==> config.mk <==
export PLATFORM = sky130hd
export DESIGN_NAME = sorted_ring_priority_queue_top
export DESIGN_NICKNAME = d
export VERILOG_FILES = /design/src/design/srpq_pkg.sv /design/src/design/sorted_ring_priority_queue_top.sv
export VERILOG_INCLUDE_DIRS = /design/src /design/src/design
export SDC_FILE = /design/constraint.sdc
export NUM_CORES = 2
export LEC_CHECK = 0
export BUFFER_PORTS_ARGS = -buffer_cell sky130_fd_sc_hd__buf_4
export CAP_MARGIN = 10
export CELL_PAD_IN_SITES_DETAIL_PLACEMENT = 0
export CELL_PAD_IN_SITES_GLOBAL_PLACEMENT = 1
export CORE_ASPECT_RATIO = 1.75
export CORE_MARGIN = 5
export CORE_UTILIZATION = 54
export CTS_CLUSTER_SIZE = 40
export DETAILED_ROUTE_END_ITERATION = 7
export PLACE_DENSITY = 0.82
export SLEW_MARGIN = 10
export SYNTH_ARGS = -nofsm -noshare
export SYNTH_HDL_FRONTEND = slang
export SYNTH_SLANG_ARGS = --single-unit
==> constraint.sdc <==
create_clock -name clk -period 6.83 [get_ports clk]
set_input_delay 2.049 -clock clk [delete_from_list [all_inputs] [get_ports clk]]
set_output_delay 2.049 -clock clk [all_outputs]
set_load 0.01 [all_outputs]
==> src/design/sorted_ring_priority_queue_top_assert.svh <==
// Assertion macros for the sorted ring priority queue.
// Used by sorted_ring_priority_queue_top; needs clk and rst_n in scope at the point of use.
`ifndef SORTED_RING_PRIORITY_QUEUE_TOP_ASSERT_SVH
`define SORTED_RING_PRIORITY_QUEUE_TOP_ASSERT_SVH
`ifndef SYNTH
// The condition holds at every clock edge out of reset.
`define SRPQ_ASSERT_ALWAYS(label, cond) \
    label: assert property (@(posedge clk) disable iff (!rst_n) (cond)) \
        else $error("srpq assertion failed");
// The consequence holds in the same cycle as the antecedent.
`define SRPQ_ASSERT_NOW(label, ante, cons) \
    label: assert property (@(posedge clk) disable iff (!rst_n) (ante) |-> (cons)) \
        else $error("srpq assertion failed");
// The consequence holds in the cycle after the antecedent.
`define SRPQ_ASSERT_NEXT(label, ante, cons) \
    label: assert property (@(posedge clk) disable iff (!rst_n) (ante) |=> (cons)) \
        else $error("srpq assertion failed");
`else
`define SRPQ_ASSERT_ALWAYS(label, cond)
`define SRPQ_ASSERT_NOW(label, ante, cons)
`define SRPQ_ASSERT_NEXT(label, ante, cons)
`endif
`endif

==> src/design/srpq_pkg.sv <==
// Package of the sorted ring priority queue: sizes, command codes, request and result types.
// Depends on nothing; used by sorted_ring_priority_queue_top.
`default_nettype none

package srpq_pkg;

    localparam int SLOTS    = 64;
    localparam int PTR_W    = $clog2(SLOTS);
    localparam int CNT_W    = $clog2(SLOTS);
    localparam int KEY_W    = 32;
    localparam int HANDLE_W = 16;

    typedef logic [PTR_W-1:0]    ptr_t;
    typedef logic [CNT_W-1:0]    cnt_t;
    typedef logic [KEY_W-1:0]    key_t;
    typedef logic [HANDLE_W-1:0] handle_t;

    localparam logic CMD_ENQUEUE = 1'b0;
    localparam logic CMD_DEQUEUE = 1'b1;

    typedef struct packed {
        logic    command;
        key_t    entry_key;
        handle_t entry_handle;
    } req_t;

    typedef struct packed {
        logic    accepted;
        logic    out_valid;
        key_t    out_key;
        handle_t out_handle;
        logic    now_empty;
        logic    now_full;
    } rsp_t;

    typedef struct packed {
        key_t    key;
        handle_t handle;
    } entry_t;

    function automatic ptr_t ring_next(input ptr_t p);
        return (p == PTR_W'(SLOTS - 1)) ? '0 : p + PTR_W'(1);
    endfunction

    function automatic ptr_t ring_prev(input ptr_t p);
        return (p == '0) ? PTR_W'(SLOTS - 1) : p - PTR_W'(1);
    endfunction

endpackage

`default_nettype wire

==> src/design/sorted_ring_priority_queue_top.sv <==
// Throughput: one request at a time; a refused enqueue or an empty dequeue goes from IDLE to
// DONE, a dequeue through DEQ to DONE and an enqueue through WALK to DONE, where WALK moves up
// the k (up to SLOTS - 2) stored keys not below the new key, one slot read, compared and
// moved per cycle. Results: each waits in DONE until the output register is free, and
// a result still waiting on a stall holds the next one in the sequencer.
// Reset: asynchronous, active low; clears the pointers, count and control, not the entry memory.
`default_nettype none

`include "sorted_ring_priority_queue_top_assert.svh"

module sorted_ring_priority_queue_top (
    input  wire logic          clk,
    input  wire logic          rst_n,
    input  wire logic          req_valid,
    output logic               req_stall,
    input  wire srpq_pkg::req_t req,
    output logic               rsp_valid,
    input  wire logic          rsp_stall,
    output srpq_pkg::rsp_t     rsp
);

    // The sequencer. IDLE takes a request and already reads the slot that the request needs
    // first: the head for a dequeue, the slot just below the tail for an enqueue.
    typedef enum logic [3:0] {
        ST_IDLE = 4'b0001,
        ST_DEQ  = 4'b0010,
        ST_WALK = 4'b0100,
        ST_DONE = 4'b1000
    } state_t;

    state_t state_reg, state_next;

    srpq_pkg::ptr_t head_reg, head_next;
    srpq_pkg::ptr_t tail_reg, tail_next;
    srpq_pkg::cnt_t count_reg, count_next;

    // Walk position: the free slot that the next moved entry or the new entry lands in,
    // and the number of stored entries below it that have not yet been compared.
    srpq_pkg::ptr_t j_reg, j_next;
    srpq_pkg::cnt_t rem_reg, rem_next;

    srpq_pkg::entry_t new_reg, new_next;
    srpq_pkg::rsp_t   res_reg, res_next;

    logic           rsp_valid_reg, rsp_valid_next;
    srpq_pkg::rsp_t rsp_reg;

    // Entry memory: one write port and one registered read port.
    srpq_pkg::entry_t mem [srpq_pkg::SLOTS];
    srpq_pkg::entry_t rdata_reg;
    srpq_pkg::ptr_t   rd_addr;
    srpq_pkg::ptr_t   wr_addr;
    srpq_pkg::entry_t wr_data;
    logic             wr_en;

    logic is_empty;
    logic is_full;
    logic push;
    logic shift_up;

    assign is_empty = (count_reg == '0);
    assign is_full  = (count_reg == srpq_pkg::CNT_W'(srpq_pkg::SLOTS - 1));

    // The result leaves the sequencer once the output register is free or being emptied.
    assign push = (state_reg == ST_DONE) && (!rsp_valid_reg || !rsp_stall);

    // During the walk the registered read data is the entry just below the free slot. It moves
    // up while its key is not below the new key, which puts the new entry ahead of equal keys.
    assign shift_up = (rem_reg != '0) && (rdata_reg.key >= new_reg.key);

    assign req_stall = (state_reg != ST_IDLE);
    assign rsp_valid = rsp_valid_reg;
    assign rsp       = rsp_reg;

    always_comb
    begin
        state_next     = state_reg;
        head_next      = head_reg;
        tail_next      = tail_reg;
        count_next     = count_reg;
        j_next         = j_reg;
        rem_next       = rem_reg;
        new_next       = new_reg;
        res_next       = res_reg;
        rd_addr        = head_reg;
        wr_en          = 1'b0;
        wr_addr        = j_reg;
        wr_data        = new_reg;
        rsp_valid_next = rsp_valid_reg && rsp_stall;

        case (state_reg)
            ST_IDLE:
            begin
                rd_addr = (req.command == srpq_pkg::CMD_DEQUEUE) ? head_reg
                                                                 : srpq_pkg::ring_prev(tail_reg);
                if (req_valid)
                begin
                    res_next           = '0;
                    res_next.now_empty = is_empty;
                    res_next.now_full  = is_full;
                    if (req.command == srpq_pkg::CMD_ENQUEUE)
                    begin
                        if (is_full)
                        begin
                            state_next = ST_DONE;
                        end
                        else
                        begin
                            new_next.key    = req.entry_key;
                            new_next.handle = req.entry_handle;
                            j_next          = tail_reg;
                            rem_next        = count_reg;
                            state_next      = ST_WALK;
                        end
                    end
                    else
                    begin
                        state_next = is_empty ? ST_DONE : ST_DEQ;
                    end
                end
            end

            ST_DEQ:
            begin
                res_next.out_valid  = 1'b1;
                res_next.out_key    = rdata_reg.key;
                res_next.out_handle = rdata_reg.handle;
                res_next.now_empty  = (count_reg == srpq_pkg::CNT_W'(1));
                res_next.now_full   = 1'b0;
                head_next           = srpq_pkg::ring_next(head_reg);
                count_next          = count_reg - srpq_pkg::CNT_W'(1);
                state_next          = ST_DONE;
            end

            ST_WALK:
            begin
                wr_en   = 1'b1;
                wr_addr = j_reg;
                if (shift_up)
                begin
                    wr_data  = rdata_reg;
                    j_next   = srpq_pkg::ring_prev(j_reg);
                    rem_next = rem_reg - srpq_pkg::CNT_W'(1);
                    rd_addr  = srpq_pkg::ring_prev(srpq_pkg::ring_prev(j_reg));
                end
                else
                begin
                    wr_data            = new_reg;
                    tail_next          = srpq_pkg::ring_next(tail_reg);
                    count_next         = count_reg + srpq_pkg::CNT_W'(1);
                    res_next.accepted  = 1'b1;
                    res_next.now_empty = 1'b0;
                    res_next.now_full  =
                        (count_reg == srpq_pkg::CNT_W'(srpq_pkg::SLOTS - 2));
                    state_next         = ST_DONE;
                end
            end

            ST_DONE:
            begin
                if (push)
                begin
                    rsp_valid_next = 1'b1;
                    state_next     = ST_IDLE;
                end
            end

            default:
            begin
                state_next = ST_IDLE;
            end
        endcase
    end

    always_ff @(posedge clk or negedge rst_n)
    begin
        if (!rst_n)
        begin
            state_reg     <= ST_IDLE;
            head_reg      <= '0;
            tail_reg      <= '0;
            count_reg     <= '0;
            j_reg         <= '0;
            rem_reg       <= '0;
            rsp_valid_reg <= 1'b0;
        end
        else
        begin
            state_reg     <= state_next;
            head_reg      <= head_next;
            tail_reg      <= tail_next;
            count_reg     <= count_next;
            j_reg         <= j_next;
            rem_reg       <= rem_next;
            rsp_valid_reg <= rsp_valid_next;
        end
    end

    always_ff @(posedge clk)
    begin
        new_reg <= new_next;
        res_reg <= res_next;
        if (push)
        begin
            rsp_reg <= res_reg;
        end
    end

    always_ff @(posedge clk)
    begin
        if (wr_en)
        begin
            mem[wr_addr] <= wr_data;
        end
        rdata_reg <= mem[rd_addr];
    end

    // The count and the two pointers describe the same ring.
    `SRPQ_ASSERT_ALWAYS(a_ring_consistent,
        (int'(head_reg) + int'(count_reg) == int'(tail_reg)) ||
        (int'(head_reg) + int'(count_reg) == int'(tail_reg) + srpq_pkg::SLOTS))
    // The walk never has more entries left to compare than the queue holds.
    `SRPQ_ASSERT_NOW(a_walk_bounded, state_reg == ST_WALK, rem_reg <= count_reg)
    // A result is either a stored enqueue or a returned entry, never both.
    `SRPQ_ASSERT_NOW(a_rsp_one_kind, rsp_valid_reg, !(rsp_reg.accepted && rsp_reg.out_valid))
    // A result never reports an empty and a full queue at once.
    `SRPQ_ASSERT_NOW(a_rsp_status, rsp_valid_reg, !(rsp_reg.now_empty && rsp_reg.now_full))
    // Once an enqueue finishes its walk the tail has advanced by one slot.
    `SRPQ_ASSERT_NEXT(a_tail_advance, state_reg == ST_WALK && !shift_up,
        tail_reg == srpq_pkg::ring_next($past(tail_reg)))

endmodule

`default_nettype wire
* After elaboration in Yosys (flattened, before gate mapping)
Memory sizes are Yosys's and may differ from the RTL's. A register that Yosys moved wholly into a read port is not among the register bits.
Index checks and enable logic that the tools add are counted.
** Word-level totals
- Bits in registers :: 187
- Bits in latches :: 0
- Bits in writable memories :: 3072
- Bits in read-only memories :: 0
- Input port bits :: 53
- Logic and storage cells :: 113
- Memories :: 1
** Operators by class
- Add/sub/neg operators :: 8
- Multipliers :: 0
- Div/mod/pow operators :: 0
- Magnitude comparators :: 1
- Eq/ne operators :: 16
- Shifts and indexed selects :: 0
- Mux-type cells :: 40
- Bitwise operators :: 3
- Reductions and logical operators :: 23
** Memory list
- mem :: words 64, width 48, read ports 1, clocked after Yosys merged registers in 1, write ports 1, RTL line sorted_ring_priority_queue_top.sv:49 : srpq_pkg::entry_t mem [srpq_pkg::SLOTS];
** Operators with widths (count)
- 49-bit one-hot mux with 2 select lines :: 1
- 48-bit 2-to-1 mux :: 2
- 6-bit 2-to-1 mux :: 16
- 52-bit 2-to-1 mux :: 1
- 6-bit one-hot mux with 2 select lines :: 4
- 32-bit greater-or-equal comparator :: 1
- 6-bit by 1-bit subtractor with 6-bit output, second input constant :: 5
- 6-bit equality test, second input constant :: 4
- 6-bit zero test :: 4
- 4-bit 2-to-1 mux :: 6
- 6-bit by 1-bit adder with 6-bit output, second input constant :: 3
- 4-bit one-hot mux with 4 select lines :: 1
- 2-bit inequality test, second input constant :: 6
- 3-bit AND reduction :: 3
- 6-bit by 1-bit equality test with 1-bit output, second input constant :: 1
- 1-bit 2-to-1 mux :: 6
- 2-bit one-hot mux with 3 select lines :: 1
- 2-bit AND reduction :: 3
- 2-bit nonzero test :: 3
- 6-bit nonzero test :: 1
- 5-bit AND reduction :: 1
- 4-bit by 1-bit equality test with 1-bit output, second input constant :: 1
- 4-bit by 2-bit equality test with 1-bit output, second input constant :: 1
- 4-bit by 3-bit equality test with 1-bit output, second input constant :: 1
- 10 further kinds :: 15

* Depth between registers and ports, before layout
- Depth in word-level cells :: 6
- Gate-level depth with buffers :: 18
- Mapped depth without buffers :: 13

* Worst setup path before layout
OpenSTA, ideal clock, no wires.
- Kind :: input to register
- From :: in req[48] in the netlist's numbering
- To :: reg rem_reg[1]
- Data arrival time :: 6763 ps
- Path slack :: -65 ps
- Stages :: 6
- Path through :: clkbuf_1 -> a211oi_1 -> nor2_1 -> clkbuf_1 -> a211oi_1 -> a21oi_1
** Between the ends
- Word-level cells in the longest chain between the ends :: 2
** Ends and longest elaborated chain
- start, declared :: RTL line sorted_ring_priority_queue_top.sv:16 : input wire srpq_pkg::req_t req,
- 2-bit inequality test (no line)
- 5-bit AND reduction (no line)
- end signal, assigned :: RTL line sorted_ring_priority_queue_top.sv:194 : rem_reg <= rem_next;
- end, declared :: RTL line sorted_ring_priority_queue_top.sv:40 : srpq_pkg::cnt_t rem_reg, rem_next;
No other way between the ends.
A chain may end at the register's enable or synchronous reset.

* Worst setup path after layout
- From :: reg rdata_reg[16] (netlist name)
- To :: reg rdata_reg[39] (netlist name)
** Between the ends
- Word-level cells in the longest chain between the ends :: 4
** Ends and longest elaborated chain
- 32-bit greater-or-equal comparator :: RTL line sorted_ring_priority_queue_top.sv:69 : assign shift_up = (rem_reg != '0) && (rdata_reg.key >= new_reg.key);
- 1-bit logical AND :: RTL line sorted_ring_priority_queue_top.sv:69
- 6-bit 2-to-1 mux :: RTL line sorted_ring_priority_queue_top.sv:139 : if (shift_up)
- 6-bit one-hot mux with 2 select lines :: RTL line sorted_ring_priority_queue_top.sv:91 : case (state_reg)
No other way between the ends.

==> run summary <==
* Post-CTS Setup Bufs: 0
* worst setup path class: reg2reg
* share of Yosys cell area claimed by the top area cell type: 0.756
* critical path fanouts, max: 70
* result of the run: finished clean
* core area: 236,000 um^2
* Hold-fix buffers, CTS: 0
* clock network fraction of design power: 0.249
* Worst setup SP type: flip-flop
* number of detailed-routing iterations run before antenna repair: 6
* Inst Count DP: 11,300
* cell taking the most area after synthesis: edfxtp_1
* source of the worst register-to-register timing path: rdata_reg[16]$_DFF_P_
* number of nets in the final layout: 8,601
* H-tree depth reported by CTS: 5
* synthesized area divided by synthesized cell count: 15.3 um^2
* fraction of synthesis flops using an asynchronous set or reset pin: 0.0106
* synth-to-layout area growth: 12.0%
* cell internal power dissipation: 0.0400 W
* flip-flop count of the largest register after layout: 3,072
* worst reg-to-reg path cell count: 14
* final setup skew: 0.0594 ns
* source of the critical timing path: rdata_reg[16]$_DFF_P_
* path category of the worst min-delay check: reg2reg
* Distinct cells, synth: 91
* Final Wtd Congestion: 0.879
* unrepaired setup endpoints after global routing: no
* GRT Residual Overflow: 0
* summed negative setup slack over all endpoints: 0 ns
* capture point of the worst path: rdata_reg[39]$_DFF_P_
* initial core utilization: 0.542
* Clock Pin Slew Worst Setup and Hold Paths: 0.07 ns
* global-route wire length before repair: 524,000 um
* global-route usage over all layers: 0.294
* Tmin final: 5.91 ns
* y dimension of the die: 654 um
* final standard cell count with taps included and fillers excluded: 11,800
* worst-case clock buffer depth: 4
* Switching Share: 0.373
* total number of vias: 76,700
* worst voltage drop across the vdd grid: 0.470 mV
* final setup violation count: 0
* standard-cell row count: 236
* full die area: 247,000 um^2
* Tcrit/Tclk final: 0.865
* static power due to leakage: 47.0 nW
* Sink Count: 3,307
* commonest cells in the synthesized netlist: edfxtp_1 (3,224), nand2_1 (1,990), nand3_1 (1,016)
* Syn. warnings: 0
* endpoint of the lowest-slack register-to-register path: rdata_reg[39]$_DFF_P_
* synthesized flop and latch total: 3,307
* top area cells in the synthesized netlist: edfxtp_1 (76%), nand2_1 (5.8%), mux4_2 (4.2%)
* most frequently used flop master after synthesis: edfxtp_1
* count of buffers from port buffering: 106
* number of DRC violations after detailed-routing iteration 0: 10,400
* root buffer cell: clkbuf_16
* final hold vios: 0
* post-route cell area: 143,000 um^2
* proportion of synthesized chip area in sequential cells: 0.771
* standard cell area after detailed placement: 134,000 um^2
* number of violations of the max-capacitance limit: 0
* post-cts sizing count: 0
* power density normalized to cell area: 445 nW/um^2
* TritonCTS clock tree: yes
* register share of total power: 0.383
* pin count of the biggest net entering global routing: 139
* data arrival time at the worst-slack endpoint: 6.63 ns
* Synth Cell Area: 128,000 um^2
* number of antenna violations at the first check in global routing: 16
* total DRC errors in the routed layout: 0
* half-perimeter wire length of the detailed placement result: 205,000 um
* number of global-route vias before repair: 74,700
* worst relative slew slack: 0.120
* Synthesized Nets: 8,460
* number of instances in the synthesized netlist: 8,361
* clock insertion delay at the later pin of the skew report: 0.88 ns
* Routed WL: 367,000 um
* CP Data Required Time: 7.56 ns
* number of buffers inserted during clock tree synthesis: 279
* switching power: 0.0238 W
* number of ports placed on the die boundary: 107
* Max Freq: 0.169 GHz
* most repeated cell in the gate-level netlist after synthesis: edfxtp_1
* width of the die: 378 um
* routed length per placed instance: 31.1 um
* number of antenna-violating nets in the routed design: 0
* post-detailed-route via-to-cell ratio: 6.49
* portion of total power attributed to combinational logic: 0.368
* Pins Over Slew Limit: 0
* internal reg-to-reg setup slack: 0.92 ns
* Slew @ Worst Pin: 1.32 ns
* layout cell share with drive strength beyond 1: 0.136
* count of flip-flops with a built-in enable after synthesis: 3,224
* critical path endpoint category: flip-flop
-- area by class of cell --
type                    instances  area (um^2)
diodes                          7         17.5
clock buffers                 362         7670
clock inverters               135         1300
fillers                     16700        92600
inverters                      51          191
multi-input cells            4501        28000
flip-flops and latches       3307        98700
well taps                    3094         3870
repair buffers                362         3610
-- layout by cell type (no fill, tap or decap), drive strengths merged, types with 61 or more instances in the layout --
cell type / instances
a22oi: 77
a32oi: 114
buf: 362
clkbuf: 362
clkinv: 92
edfxtp: 3224
inv: 61
mux2i: 118
mux4: 240
nand2: 1991
nand3: 1017
nand4: 259
nor2: 124
o21ai: 74
-- power groups by stage --
stage / combinational [W] / sequential, W / clock (W)
after global placement: 0.0228 / 0.0248 / 0
after detailed placement: 0.0231 / 0.0249 / 0
final: 0.0235 / 0.0245 / 0.0159
after CTS: 0.0232 / 0.0244 / 0.0160
after global routing: 0.0250 / 0.0245 / 0.0168
after floorplan: 0.0151 / 0.0245 / 0
-- metrics by stage --
| step | total power [W] | utilization | hold slack (ns) | worst slack [ns] |
|---|---|---|---|---|
| 6_report | 0.0638 | 0.607 | 0.419 | 0.924 |
| 5_1_grt | 0.0663 | 0.607 | 0.424 | 0.666 |
| 4_1_cts | 0.0637 | 0.607 | 0.417 | 1.08 |
| 3_5_place_dp | 0.0480 | 0.569 | 0.405 | 0.981 |
| 3_3_place_gp | 0.0476 | 0.569 | 0.401 | 1.02 |
| 2_1_floorplan | 0.0396 | - | 0.400 | 1.45 |
-- metal layers --
layer	global-route usage	vias up	wire length, um
met1	0.378	38600	125000
met2	0.486	5059	179000
met5	0	-	38
met3	0.0541	1124	41100
met4	0.145	6	21800
li1	-	31900	-
-- critical path, stage by stage, from the launching register on --
cell,delay (ns)
dfxtp_1,0.72
inv_1,0.20
ha_1,0.31
nand2b_4,0.15
a2111oi_4,0.34
nor4b_2,0.11
o311a_2,0.42
o21ai_2,0.52
nand3_4,0.60
buf_12,0.42
buf_12,0.21
mux4_2,0.55
a22oi_1,0.19
nand4_1,0.38
or3_1,0.48
-- worst min path at each step --
stage | start | end | slack [ns] | cells past startpoint
2_1_floorplan | res_reg[0]$_DFFE_PP_ | rsp[0]$_DFFE_PP_ | 0.40 | 0
3_3_place_gp | res_reg[50]$_DFFE_PP_ | rsp[50]$_DFFE_PP_ | 0.40 | 0
3_5_place_dp | res_reg[36]$_SDFFCE_PN0P_ | rsp[36]$_DFFE_PP_ | 0.40 | 0
4_1_cts | res_reg[42]$_SDFFCE_PN0P_ | rsp[42]$_DFFE_PP_ | 0.42 | 0
5_1_grt | res_reg[5]$_SDFFCE_PN0P_ | rsp[5]$_DFFE_PP_ | 0.42 | 0
6_report | res_reg[43]$_SDFFCE_PN0P_ | rsp[43]$_DFFE_PP_ | 0.42 | 0
-- cells by family (layout without fill, tap and decap cells) --
group | Yosys count | in the layout | share of synthesized area
compound gates | 448 | 448 | 0.0255
xor+xnor | 20 | 20 | 0.00137
fa+ha+maj | 46 | 46 | 0.00450
buf+inv | 553 | 910 | 0.0187
flops | 3307 | 3307 | 0.771
mux | 373 | 373 | 0.0528
other cells | 0 | 7 | 0
simple gates | 3614 | 3614 | 0.126
No activity file was read; power rests on OpenSTA's default activity.
